## config.mk

```make
export PLATFORM = sky130hd
export DESIGN_NAME = periodic_slot_task_dispatcher_top
export DESIGN_NICKNAME = d
export VERILOG_FILES = /design/src/sv/pstd_pkg.sv /design/src/sv/pstd_cell.sv /design/src/sv/periodic_slot_task_dispatcher_top.sv
export VERILOG_INCLUDE_DIRS = /design/src /design/src/sv
export SDC_FILE = /design/constraint.sdc
export NUM_CORES = 2
export LEC_CHECK = 0
export ABC_AREA = 1
export ABC_CLOCK_PERIOD_IN_PS = 17550
export BUFFER_PORTS_ARGS = -buffer_cell sky130_fd_sc_hd__buf_2
export CAP_MARGIN = 20
export CORE_ASPECT_RATIO = 0.9
export CORE_MARGIN = 5
export CORE_UTILIZATION = 30
export CTS_CLUSTER_SIZE = 28
export DETAILED_ROUTE_END_ITERATION = 16
export HOLD_SLACK_MARGIN = 0.12
export SKIP_LAST_GASP = 1
export SYNTH_ARGS = -nofsm -noshare
export SYNTH_HDL_FRONTEND = slang
export SYNTH_SLANG_ARGS = --single-unit
```

## constraint.sdc

```tcl
create_clock -name i_clk -period 17.55 [get_ports i_clk]
set_input_delay 2.6325 -clock i_clk [delete_from_list [all_inputs] [get_ports i_clk]]
set_output_delay 2.6325 -clock i_clk [all_outputs]
set_load 0.05 [all_outputs]
```

## src/sv/periodic_slot_task_dispatcher_top_defines.svh

```systemverilog
// ----------------------------------------------------------------------------
// Assertion macros for the periodic slot task dispatcher.
// All checks are sampled on i_clk and are off while i_rst_n is low.
// ----------------------------------------------------------------------------
`ifndef PERIODIC_SLOT_TASK_DISPATCHER_TOP_DEFINES_SVH
`define PERIODIC_SLOT_TASK_DISPATCHER_TOP_DEFINES_SVH

// A condition that holds at every clock edge.
`define PSTD_ASSERT_ALWAYS(label, cond, msg) \
    label: assert property (@(posedge i_clk) disable iff (!i_rst_n) (cond)) else $error(msg);

// A condition that implies another one in the same cycle.
`define PSTD_ASSERT_IMP(label, pre, post, msg) \
    label: assert property (@(posedge i_clk) disable iff (!i_rst_n) \
        (pre) |-> (post)) else $error(msg);

// A condition that implies another one in the next cycle.
`define PSTD_ASSERT_NEXT(label, pre, post, msg) \
    label: assert property (@(posedge i_clk) disable iff (!i_rst_n) \
        (pre) |=> (post)) else $error(msg);

`endif

```

## src/sv/pstd_pkg.sv

```systemverilog
// ----------------------------------------------------------------------------
// pstd_pkg
// Types and constants shared by the slot cells and the dispatcher top level.
// ----------------------------------------------------------------------------
package pstd_pkg;

    // Default number of task slots.
    localparam int SLOT_COUNT_DEF = 16;

    // Field widths fixed by the item formats.
    localparam int CMD_W      = 3;
    localparam int SLOT_W     = 8;
    localparam int INTERVAL_W = 16;
    localparam int TIME_W     = 32;
    localparam int RUN_SLOT_W = 6;
    localparam int COUNT_W    = 6;

    // Command codes.
    typedef enum logic [CMD_W-1:0] {
        CMD_INIT        = 3'd0,
        CMD_REGISTER    = 3'd1,
        CMD_UNREGISTER  = 3'd2,
        CMD_SUSPEND     = 3'd3,
        CMD_RESUME      = 3'd4,
        CMD_QUERY       = 3'd5,
        CMD_TICK        = 3'd6,
        CMD_RUN_PENDING = 3'd7
    } t_cmd;

    // Input item.
    typedef struct packed {
        logic [CMD_W-1:0]      command;
        logic [SLOT_W-1:0]     slot;
        logic [INTERVAL_W-1:0] period_ms;
        logic [TIME_W-1:0]     now_ms;
    } t_in_item;

    // Result item.
    typedef struct packed {
        logic                  ok;
        logic                  is_registered;
        logic                  is_suspended;
        logic                  run_valid;
        logic [RUN_SLOT_W-1:0] run_slot;
        logic [TIME_W-1:0]     run_time;
        logic [COUNT_W-1:0]    run_count;
        logic                  last;
    } t_out_item;

    // Table update broadcast to every cell; the per-cell select qualifies all but init.
    typedef struct packed {
        logic                  init;
        logic                  reg_w;
        logic                  unreg;
        logic                  sus_w;
        logic                  sus_val;
        logic [INTERVAL_W-1:0] interval;
    } t_cell_cmd;

    // Scan control broadcast to every cell.
    typedef struct packed {
        logic              step;
        logic              run_all;
        logic [TIME_W-1:0] now;
    } t_scan_bus;

    // Status returned by one cell.
    typedef struct packed {
        logic tok;
        logic emit;
        logic reg_hit;
        logic sus_hit;
    } t_cell_stat;

endpackage

```

## src/sv/pstd_cell.sv

```systemverilog
// ----------------------------------------------------------------------------
// pstd_cell
// One task slot: holds the slot's flags, interval and last-run time, and
// passes the scan token on to the next cell.
// ----------------------------------------------------------------------------
module pstd_cell import pstd_pkg::*; (
    input  logic       i_clk,
    input  logic       i_rst_n,
    input  t_cell_cmd  i_cmd,
    input  logic       i_sel,
    input  t_scan_bus  i_scan,
    input  logic       i_tok,
    output t_cell_stat o_stat
);

    logic                  r_registered;
    logic                  r_suspended;
    logic                  r_first;
    logic                  r_tok;
    logic [INTERVAL_W-1:0] r_interval;
    logic [TIME_W-1:0]     r_last_run;

    logic [TIME_W-1:0]     w_elapsed;
    logic                  w_due;
    logic                  w_emit;
    logic                  w_stamp;

    // The slot is due on its first run, on run pending, or once the
    // wrapping elapsed time reaches the interval.
    assign w_elapsed = i_scan.now - r_last_run;
    assign w_due     = i_scan.run_all || r_first
                       || (w_elapsed >= {{(TIME_W-INTERVAL_W){1'b0}}, r_interval});
    assign w_emit    = r_tok && r_registered && !r_suspended && w_due;
    assign w_stamp   = i_scan.step && w_emit && !i_scan.run_all;

    // Flags and token.
    always_ff @(posedge i_clk) begin
        if (!i_rst_n) begin
            r_registered <= 1'b0;
            r_suspended  <= 1'b0;
            r_first      <= 1'b0;
            r_tok        <= 1'b0;
        end else begin
            if (i_scan.step) begin
                r_tok <= i_tok;
            end
            if (i_cmd.init) begin
                r_registered <= 1'b0;
                r_suspended  <= 1'b0;
                r_first      <= 1'b0;
            end else if (i_sel && i_cmd.reg_w) begin
                r_registered <= 1'b1;
                r_suspended  <= 1'b0;
                r_first      <= 1'b1;
            end else if (i_sel && i_cmd.unreg) begin
                r_registered <= 1'b0;
                r_suspended  <= 1'b0;
                r_first      <= 1'b0;
            end else if (i_sel && i_cmd.sus_w) begin
                r_suspended <= i_cmd.sus_val;
            end else if (w_stamp) begin
                r_first <= 1'b0;
            end
        end
    end

    // Timing payload, written by register and by a tick dispatch.
    always_ff @(posedge i_clk) begin
        if (i_sel && i_cmd.reg_w) begin
            r_interval <= i_cmd.interval;
            r_last_run <= '0;
        end else if (w_stamp) begin
            r_last_run <= i_scan.now;
        end
    end

    assign o_stat.tok     = r_tok;
    assign o_stat.emit    = w_emit;
    assign o_stat.reg_hit = i_sel && r_registered;
    assign o_stat.sus_hit = i_sel && r_suspended;

endmodule

```

## src/sv/periodic_slot_task_dispatcher_top.sv

```systemverilog
// ----------------------------------------------------------------------------
// periodic_slot_task_dispatcher_top
// Fixed-priority periodic task dispatcher built as a chain of slot cells.
//
//   Channel | Direction | Valid       | Stall       | Payload
//   in      | input     | i_in_valid  | o_in_stall  | i_in_item  (t_in_item)
//   out     | output    | o_out_valid | i_out_stall | o_out_item (t_out_item)
//
// Slot commands (init, register, unregister, suspend, resume, query) give one
// item each. Tick and run pending walk a token down the cell chain one cell
// per cycle, except while the output stalls, and give one item per dispatched
// slot and a final item with the dispatch count.
// The scan holds in place while a result waits in the stalled output register.
// Reset is synchronous and clears all flags; the table starts empty.
// ----------------------------------------------------------------------------
`include "periodic_slot_task_dispatcher_top_defines.svh"

module periodic_slot_task_dispatcher_top import pstd_pkg::*; #(
    parameter int SLOT_COUNT = SLOT_COUNT_DEF
) (
    input  logic      i_clk,
    input  logic      i_rst_n,
    input  logic      i_in_valid,
    output logic      o_in_stall,
    input  t_in_item  i_in_item,
    output logic      o_out_valid,
    input  logic      i_out_stall,
    output t_out_item o_out_item
);

    typedef enum logic [2:0] {
        ST_IDLE  = 3'b001,
        ST_SCAN  = 3'b010,
        ST_FINAL = 3'b100
    } t_state;

    t_state                r_state;
    logic                  r_ready;
    logic [RUN_SLOT_W-1:0] r_idx;
    logic [COUNT_W-1:0]    r_count;
    logic [TIME_W-1:0]     r_now;
    logic                  r_run_all;
    logic                  r_out_valid;
    t_out_item             r_out;

    t_cmd                  w_cmd;
    logic                  w_accept;
    logic                  w_adv;
    logic                  w_start;
    logic                  w_load;
    logic                  w_in_range;
    logic                  w_addr_ok;
    logic                  w_reg_any;
    logic                  w_sus_any;
    logic                  w_emit_any;
    logic                  w_scan_done;
    logic [SLOT_COUNT-1:0] w_sel;
    logic [SLOT_COUNT-1:0] w_tok_vec;
    logic [SLOT_COUNT-1:0] w_emit_vec;
    logic [SLOT_COUNT-1:0] w_reg_vec;
    logic [SLOT_COUNT-1:0] w_sus_vec;
    logic [SLOT_COUNT-1:0] w_tok_in;
    t_cell_stat            w_stat [SLOT_COUNT];
    t_cell_cmd             w_cell_cmd;
    t_scan_bus             w_scan;
    t_out_item             w_single;
    t_out_item             n_out;

    // Handshake.
    assign w_adv      = !r_out_valid || !i_out_stall;
    assign o_in_stall = (r_state != ST_IDLE) || (r_out_valid && i_out_stall);
    assign w_accept   = i_in_valid && !o_in_stall;
    assign w_cmd      = t_cmd'(i_in_item.command);

    // Slot select decode and the cell chain.
    genvar gi;
    generate
        for (gi = 0; gi < SLOT_COUNT; gi++) begin : g_cell
            assign w_sel[gi] = (i_in_item.slot == SLOT_W'(gi));
            if (gi == 0) begin : g_head
                assign w_tok_in[gi] = w_start;
            end else begin : g_link
                assign w_tok_in[gi] = w_stat[gi-1].tok;
            end
            pstd_cell u_cell (
                .i_clk   (i_clk),
                .i_rst_n (i_rst_n),
                .i_cmd   (w_cell_cmd),
                .i_sel   (w_sel[gi]),
                .i_scan  (w_scan),
                .i_tok   (w_tok_in[gi]),
                .o_stat  (w_stat[gi])
            );
            assign w_tok_vec[gi]  = w_stat[gi].tok;
            assign w_emit_vec[gi] = w_stat[gi].emit;
            assign w_reg_vec[gi]  = w_stat[gi].reg_hit;
            assign w_sus_vec[gi]  = w_stat[gi].sus_hit;
        end
    endgenerate

    assign w_in_range = |w_sel;
    assign w_addr_ok  = r_ready && w_in_range;
    assign w_reg_any  = |w_reg_vec;
    assign w_sus_any  = |w_sus_vec;
    assign w_emit_any = |w_emit_vec;

    // Scan control.
    assign w_start        = w_accept && r_ready
                            && ((w_cmd == CMD_TICK) || (w_cmd == CMD_RUN_PENDING));
    assign w_scan.step    = w_start || ((r_state == ST_SCAN) && w_adv);
    assign w_scan.run_all = r_run_all;
    assign w_scan.now     = r_now;
    assign w_scan_done    = (r_state == ST_SCAN) && w_tok_vec[SLOT_COUNT-1] && w_adv;

    // Command decode: table updates and the single result.
    always_comb begin
        w_cell_cmd          = '0;
        w_cell_cmd.interval = i_in_item.period_ms;
        w_single            = '0;
        w_single.last       = 1'b1;
        unique case (w_cmd) inside
            CMD_INIT: begin
                w_cell_cmd.init = w_accept;
                w_single.ok     = 1'b1;
            end
            CMD_REGISTER: begin
                w_single.ok      = w_addr_ok && !w_reg_any;
                w_cell_cmd.reg_w = w_accept && w_single.ok;
            end
            CMD_UNREGISTER: begin
                w_single.ok      = w_addr_ok && w_reg_any;
                w_cell_cmd.unreg = w_accept && w_single.ok;
            end
            CMD_SUSPEND, CMD_RESUME: begin
                w_single.ok        = w_addr_ok && w_reg_any;
                w_cell_cmd.sus_w   = w_accept && w_single.ok;
                w_cell_cmd.sus_val = (w_cmd == CMD_SUSPEND);
            end
            CMD_QUERY: begin
                w_single.ok            = w_addr_ok;
                w_single.is_registered = w_addr_ok && w_reg_any;
                w_single.is_suspended  = w_addr_ok && w_sus_any;
            end
            CMD_TICK, CMD_RUN_PENDING: begin
                // Only reaches the output when the table is not initialized.
                w_single.ok = 1'b0;
            end
            default: begin
                w_single.ok = 1'b0;
            end
        endcase
    end

    // Next output item.
    always_comb begin
        n_out = w_single;
        unique case (r_state)
            ST_SCAN: begin
                n_out           = '0;
                n_out.ok        = 1'b1;
                n_out.run_valid = 1'b1;
                n_out.run_slot  = r_idx;
                n_out.run_time  = r_run_all ? '0 : r_now;
            end
            ST_FINAL: begin
                n_out           = '0;
                n_out.ok        = 1'b1;
                n_out.run_count = r_count;
                n_out.last      = 1'b1;
            end
            default: begin
                n_out = w_single;
            end
        endcase
    end

    assign w_load = (w_accept && !w_start)
                    || ((r_state == ST_SCAN) && w_emit_any)
                    || (r_state == ST_FINAL);

    // Sequencer and ready flag.
    always_ff @(posedge i_clk) begin
        if (!i_rst_n) begin
            r_state <= ST_IDLE;
            r_ready <= 1'b0;
            r_idx   <= '0;
            r_count <= '0;
        end else begin
            if (w_accept && (w_cmd == CMD_INIT)) begin
                r_ready <= 1'b1;
            end
            unique case (r_state)
                ST_IDLE: begin
                    if (w_start) begin
                        r_state <= ST_SCAN;
                        r_idx   <= '0;
                        r_count <= '0;
                    end
                end
                ST_SCAN: begin
                    if (w_adv) begin
                        r_idx <= r_idx + RUN_SLOT_W'(1);
                        if (w_emit_any) begin
                            r_count <= r_count + COUNT_W'(1);
                        end
                        if (w_tok_vec[SLOT_COUNT-1]) begin
                            r_state <= ST_FINAL;
                        end
                    end
                end
                ST_FINAL: begin
                    if (w_adv) begin
                        r_state <= ST_IDLE;
                    end
                end
                default: begin
                    r_state <= ST_IDLE;
                end
            endcase
        end
    end

    // Scan parameters captured when a scan starts.
    always_ff @(posedge i_clk) begin
        if (w_start) begin
            r_now     <= i_in_item.now_ms;
            r_run_all <= (w_cmd == CMD_RUN_PENDING);
        end
    end

    // Output register.
    always_ff @(posedge i_clk) begin
        if (!i_rst_n) begin
            r_out_valid <= 1'b0;
        end else if (w_adv) begin
            r_out_valid <= w_load;
        end
    end

    always_ff @(posedge i_clk) begin
        if (w_adv && w_load) begin
            r_out <= n_out;
        end
    end

    assign o_out_valid = r_out_valid;
    assign o_out_item  = r_out;

    // Checks on the token chain and the sequencer.
    `PSTD_ASSERT_ALWAYS(a_tok_onehot0, $onehot0(w_tok_vec), "more than one scan token")
    `PSTD_ASSERT_IMP(a_idle_no_tok, r_state == ST_IDLE, w_tok_vec == '0, "token while idle")
    `PSTD_ASSERT_IMP(a_emit_in_scan, w_emit_any, r_state == ST_SCAN, "dispatch outside scan")
    `PSTD_ASSERT_NEXT(a_scan_to_final, w_scan_done, r_state == ST_FINAL, "scan did not finish")
    `PSTD_ASSERT_IMP(a_last_no_run, r_out_valid && r_out.last, !r_out.run_valid, "final dispatch")

endmodule
```

Yosys cells after proc, flatten, opt, wreduce, memory -nomap -nowiden
Index checks and enable logic that the tools add are counted.
- multiplexer cells: 115
- bitwise operators: 1
- $add $sub $neg: 18
- order comparisons: 16
- eq/ne operators: 47
- reduce and logical (&&, ||, !) cells: 312
- operators by type and width (operator ; count):
    32-bit by 16-bit greater-or-equal comparator with 1-bit output ; 16
    32-bit subtractor ; 16
    1-bit logical AND ; 175
    1-bit 2-to-1 mux ; 99
    49-bit one-hot mux with 2 select lines ; 1
    8-bit by 4-bit == test with 1-bit output (second input constant) ; 8
    16-bit OR reduction ; 4
    4-bit OR reduction ; 16
    3-bit by 1-bit inequality test with 1-bit output (second input constant) ; 17
    3-bit nonzero test ; 16
    1-bit logical OR ; 38
    2-bit nonzero test ; 17
    8-bit by 3-bit == test with 1-bit output (second input constant) ; 4
    32-bit 2-to-1 mux ; 1
    2-bit AND reduction ; 16
    6-bit 2-to-1 mux ; 4
    6-bit one-hot mux with 2 select lines ; 2
    1-bit zero test ; 22
    8-bit by 2-bit == test with 1-bit output (second input constant) ; 2
    3-bit == test (second input constant) ; 5
    6-bit by 1-bit adder with 6-bit output (second input constant) ; 2
    3-bit 2-to-1 mux ; 4
    3-bit by 2-bit == test with 1-bit output (second input constant) ; 3
    3-bit one-hot mux with 3 select lines ; 1
    13 further kinds ; 20
- output and inout port bits: 51
- bits of input ports: 63
- bits in registers: 931
- word-level logic and storage cells: 620

Depth between registers and ports, before layout
- depth in word-level cells: 13
- gate-level depth with buffers: 33
- gate-level depth less buffers: 33

By module
From an unflattened synthesis, not the netlist that was laid out.
- cell total of the unflattened synthesis: 15150
- area, all modules: 88974.1 um^2
- modules (own cells, without submodules) (module ; area each (um^2) ; sequential area each (um^2) ; times used ; cells each):
    pstd_cell (g_cell[10].u_cell ...) ; 5268.8 ; 1201.2 ; 10 ; 921
    pstd_cell (g_cell[12].u_cell ...) ; 5398.9 ; 1201.2 ; 3 ; 933
    pstd_cell (g_cell[0].u_cell) ; 5424.0 ; 1201.2 ; 1 ; 930
    pstd_cell (g_cell[8].u_cell) ; 5253.8 ; 1201.2 ; 1 ; 901
    pstd_cell (g_cell[9].u_cell) ; 5238.8 ; 1201.2 ; 1 ; 901
    periodic_slot_task_dispatcher_top ; 4172.8 ; 2802.7 ; 1 ; 409

Least setup slack after synthesis
Ideal clock, no wire load.
- kind: register to register
- start point: reg r_now[1]
- end point: reg r_out (netlist bit o_out_item[0]) (enable)
- setup time: 0.485 ns
- data arrival time: 6.247 ns
- buffers on the path: 1
- required time: 17.065 ns
- cell stages (with the launch flop): 30
- period minus slack after synthesis: 6.732 ns
- slack: 10.818 ns
- cells stage by stage: edfxtp_1 -> clkbuf_1 -> inv_1 -> fa_1 -> inv_1 -> nand3_1 -> nand3_1 -> nand2_1 -> nand2_1 -> nand2_1 -> nand2_1 -> xor2_1 -> ha_1 -> inv_1 -> nor2_1 -> nor2_1 -> o21a_1 -> nand2_1 -> nor2_1 -> nand2_1 -> nor2_1 -> nand2_1 -> a21oi_1 -> nand2_1 -> nand2_1 -> nand2_1 -> nor2_1 -> nand2_1 -> o21ai_2 -> a31oi_1
- word-level cells in the longest chain between the ends: 9
- elaborated cells on any way between the ends: 69
- those cells by class: add/sub (16); order compare (16); reduce/logical (37)
- RTL lines (item ; line ; source):
    start: declaration ; periodic_slot_task_dispatcher_top.sv:41 ; logic [TIME_W-1:0] r_now;
    start signal: assignment ; periodic_slot_task_dispatcher_top.sv:226 ; r_now <= i_in_item.now_ms;
    32-bit subtractor ; pstd_cell.sv:30 ; assign w_elapsed = i_scan.now - r_last_run;
    32-bit by 16-bit greater-or-equal comparator with 1-bit output ; pstd_cell.sv:32 ; || (w_elapsed >= {{(TIME_W-INTERVAL_W){1'b0}}, r_interval});
    1-bit logical OR ; pstd_cell.sv:32 ;
    1-bit logical AND ; pstd_cell.sv:33 ; assign w_emit = r_tok && r_registered && !r_suspended && w_due;
    16-bit OR reduction * ; periodic_slot_task_dispatcher_top.sv:105 ; assign w_emit_any = |w_emit_vec;
    1-bit logical AND * ; periodic_slot_task_dispatcher_top.sv:178 ; || ((r_state == ST_SCAN) && w_emit_any)
    1-bit logical OR * ; periodic_slot_task_dispatcher_top.sv:178 ;
    1-bit logical OR * ; periodic_slot_task_dispatcher_top.sv:179 ; || (r_state == ST_FINAL);
    1-bit logical AND * ; periodic_slot_task_dispatcher_top.sv:241 ; if (w_adv && w_load) begin
    end signal: assignment ; periodic_slot_task_dispatcher_top.sv:242 ; r_out <= n_out;
    end: declaration ; periodic_slot_task_dispatcher_top.sv:44 ; t_out_item r_out;
Every way passes the cells marked *; elsewhere a longest branch is shown, timed or not.
A chain may end at the register's enable or synchronous reset.

Final worst setup path
- start point: reg r_now[13]
- end point: reg r_out (netlist bit o_out_item[8]) (enable)
The elaborated chain is that of the path after synthesis.

==> summary.txt <==
Comb pwr share: 7.1%
CP delay by family, top: simple AND/OR/NAND/NOR gates
CP Max Fanout: 34
Max-slew violations: 0
PD cells: 59.1 mW/mm^2
Core Area: 0.256 mm^2
Clock power frac: 47.5%
Seq pwr share: 45.4%
Overall Global Routing Usage: 19.4%
HP Class: reg -> reg
Final Skew: 37.9 ps
Most frequent cell after synthesis: nand2_1
Vias per cell: 4.73
Status: finished, final reports clean
Post-synth ARST share: 0%
DR pass1 iterations: 6
Max cap viols: 0
Final #Nets: 13300
Yosys cell types: 52
Per-cell routed wire length: 16.8 um
Cells after Synth: 12400
GR Util met1: 28.3%
Placed insts: 15800
Crit path kind: reg -> reg
Max VDD drop: 0.0763 mV
Mean area per synthesized cell: 6.25 um^2
Post-DRT Antenna Nets: 0
Most common library cells after synthesis: 3884 x nand2_1, 2625 x inv_1, 978 x nor2_1, 972 x a21oi_1, 754 x ha_1
WP data arrival: 6740 ps
Hold buffers post-CTS: 0
First-pass GRT wire length: 405 mm
M2 GR Usage: 30.1%
Seq/Total Area, Yosys: 28.5%
Fillcell total: 28200
CTS tree: done
Top Ports: 114
Post-synth EDFFs: 338
Post-Syn Nets: 13200
DP HPWL: 198 mm
Synthesis Warnings: 0
1st-iter DRT viols: 7164
CTS clk-pin slew, worst paths: 60 ps
Register Area: 0.0220 mm^2
Yosys reg bits: 931
Met3 Use GR: 2.58%
Tmin final: 6300 ps
I/O Buffers: 113
Largest net degree at the start of global routing: 66
Crit share post-route: 35.9%
CP most frequent cell: nand2_1
Setup Buffers After CTS: 0
Max Freq: 159 MHz
CTS root buf: clkbuf_16
Die W: 545 um
CP max stage cell: edfxtp_1
RSZ-0062 raised after global routing: false
WHS: 452 ps
Multi-input logic area: 0.0446 mm^2
Tightest Pin Transition: 1140 ps
Worst Path Required: 17990 ps
Layout cells sized above 1: 3.75%
Switch share: 26.2%
Pleak: 48.9 nW
CP Capture Type: flop
GRT Max-Usage Layer: met2
WP buf/inv: 5
Routed vias: 75500
Cell Area, Synth: 0.0773 mm^2
P_int: 0.00375 W
Area contributors post-synth: nand2_1 19%, dfxtp_1 15%, edfxtp_1 13%
Psw: 0.00133 W
CTS H-tree lvls: 3
Initial antenna violation count: 37
Clock Tree Buf Depth: 3
TritonCTS Buffers: 106
Finished Layout Cells: 16000
Max transition margin: 23.7%
Critical path startpoint category: flop
Row cnt: 176
Number of remaining DRC errors: 0
CP peak stage delay: 780 ps
Vias in the first global route: 67700
Final hold violations: 0
Die Ht: 492 um
Drt total wl: 269 mm
Synth area leader: nand2_1
Die footprint: 0.268 mm^2
Initial Utilization: 30.2%
Final setup viols: 0
PostCTS Resize Cnt: 0
Top cell type's share of synthesized area: 18.9%
Total congestion overflow: 0
Clock Latency Late Sink: 770 ps
Setup TNS: 0 ps
Layout area overhead: 11.3%
Sink Count: 931
RePlAce Congestion: 0.964
Ys flop type: dfxtp_1
==> worst paths after layout <==
check	startpoint	depth (start not counted)	endpoint	slack, ps
worst max-delay path	r_now[13]	29	o_out_item[8]	11250
worst max register to register	r_now[13]	29	o_out_item[8]	11250
worst min register to register	g_cell[10].u_cell.r_last_run[0]	2	g_cell[10].u_cell.r_last_run[0]	450
worst min-delay path	g_cell[10].u_cell.r_last_run[0]	2	g_cell[10].u_cell.r_last_run[0]	450
==> worst reg2reg max path: cells and delay by family (launching register included) <==
kind,cells,cell delay [ps]
buffers and inverters,5,1260
XOR/XNOR,1,160
AO/OA/AOI/OAI,2,650
adder cells (fa/ha/maj),2,740
AND/OR/NAND/NOR,19,2330
flip-flops,1,780
==> cell families (layout without fill, tap and decap cells) <==
logic type	count (synthesis)	after routing	synth area share (%)
adders and majority gates	770	770	12.6
and+or+nand+nor	5819	5819	30.4
other	0	7	0
buffers and inverters	2864	3066	14.0
DFF	931	931	28.5
AOI/OAI and AO/OA	1728	1728	11.6
xor gates and xnor gates	261	261	2.96
==> placed cells by master (no fill, tap or decap), types with 10 or more instances in the layout <==
cell type / synthesis / layout
o21ai_1: 18 / 18
buf_2: 35 / 113
and3_1: 12 / 12
a211oi_1: 18 / 18
nand3_2: 1 / 14
nand4_1: 121 / 121
inv_1: 2625 / 2623
a21oi_1: 972 / 972
o21a_1: 12 / 12
fa_1: 16 / 16
clkinv_2: 0 / 11
dfxtp_1: 593 / 593
clkbuf_16: 0 / 115
clkbuf_8: 0 / 16
nand2_1: 3884 / 3883
or2_2: 10 / 10
ha_1: 754 / 754
a21o_1: 17 / 17
and2_1: 34 / 34
nor2_1: 978 / 973
o21ai_0: 614 / 614
edfxtp_1: 338 / 338
xnor2_1: 33 / 33
nand3_1: 583 / 570
buf_4: 0 / 101
o21bai_1: 44 / 44
inv_2: 17 / 19
nor3_1: 122 / 121
clkinv_4: 0 / 11
nand3b_1: 47 / 47
clkbuf_1: 171 / 15
xor2_1: 228 / 228
==> flip-flops by register name, indices dropped and copies added, names as in the netlist <==
register and count:
g_cell.u_cell.r_registered 16, r_run_all 1, r_idx 6, r_state 3, o_out_valid 1, r_count 6, o_out_item 49, g_cell.u_cell.r_tok 16
r_ready 1, g_cell.u_cell.r_interval 256, r_now 32, g_cell.u_cell.r_suspended 16, g_cell.u_cell.r_first 16, g_cell.u_cell.r_last_run 512
==> per-stage QoR <==
stage / worst slack, ps / area, um^2 / power [W] / util, %
detailed placement: 10850 / 82100 / 0.00272 / 32.1
global placement: 10900 / 82100 / 0.00272 / 32.1
floorplan: 10820 / 77300 / 0.00257 / -
global route: 10870 / 86000 / 0.00524 / 33.6
finish: 11250 / 86000 / 0.00509 / 33.6
CTS: 11300 / 85900 / 0.00514 / 33.6
==> metal layers <==
metal | up-vias | share of wire (%)
li1 | 38900 | -
met1 | 33900 | 48
met2 | 2316 | 42
met3 | 349 | 7.5
met4 | 4 | 2.6
met5 | - | 0.0078
==> layout make-up <==
| class | count | area share, % |
|---|---|---|
| Multi-Input combinational cell | 8578 | 51.8 |
| Sequential cell | 931 | 25.6 |
| Clock inverter | 55 | 0.727 |
| Timing Repair Buffer | 219 | 1.66 |
| Tap cell | 3382 | 4.92 |
| Clock buffer | 147 | 3.68 |
| Inverter | 2645 | 11.5 |
| Antenna cell | 7 | 0.0204 |
==> power by group through the flow <==
stage / clock [W] / combinational [W] / sequential [W]
3_3_place_gp: 0 / 0.000361 / 0.00236
2_1_floorplan: 0 / 0.0000985 / 0.00247
6_report: 0.00241 / 0.000363 / 0.00231
5_1_grt: 0.00255 / 0.000380 / 0.00231
3_5_place_dp: 0 / 0.000362 / 0.00236
4_1_cts: 0.00247 / 0.000364 / 0.00231
No activity file was read; power rests on OpenSTA's default activity.
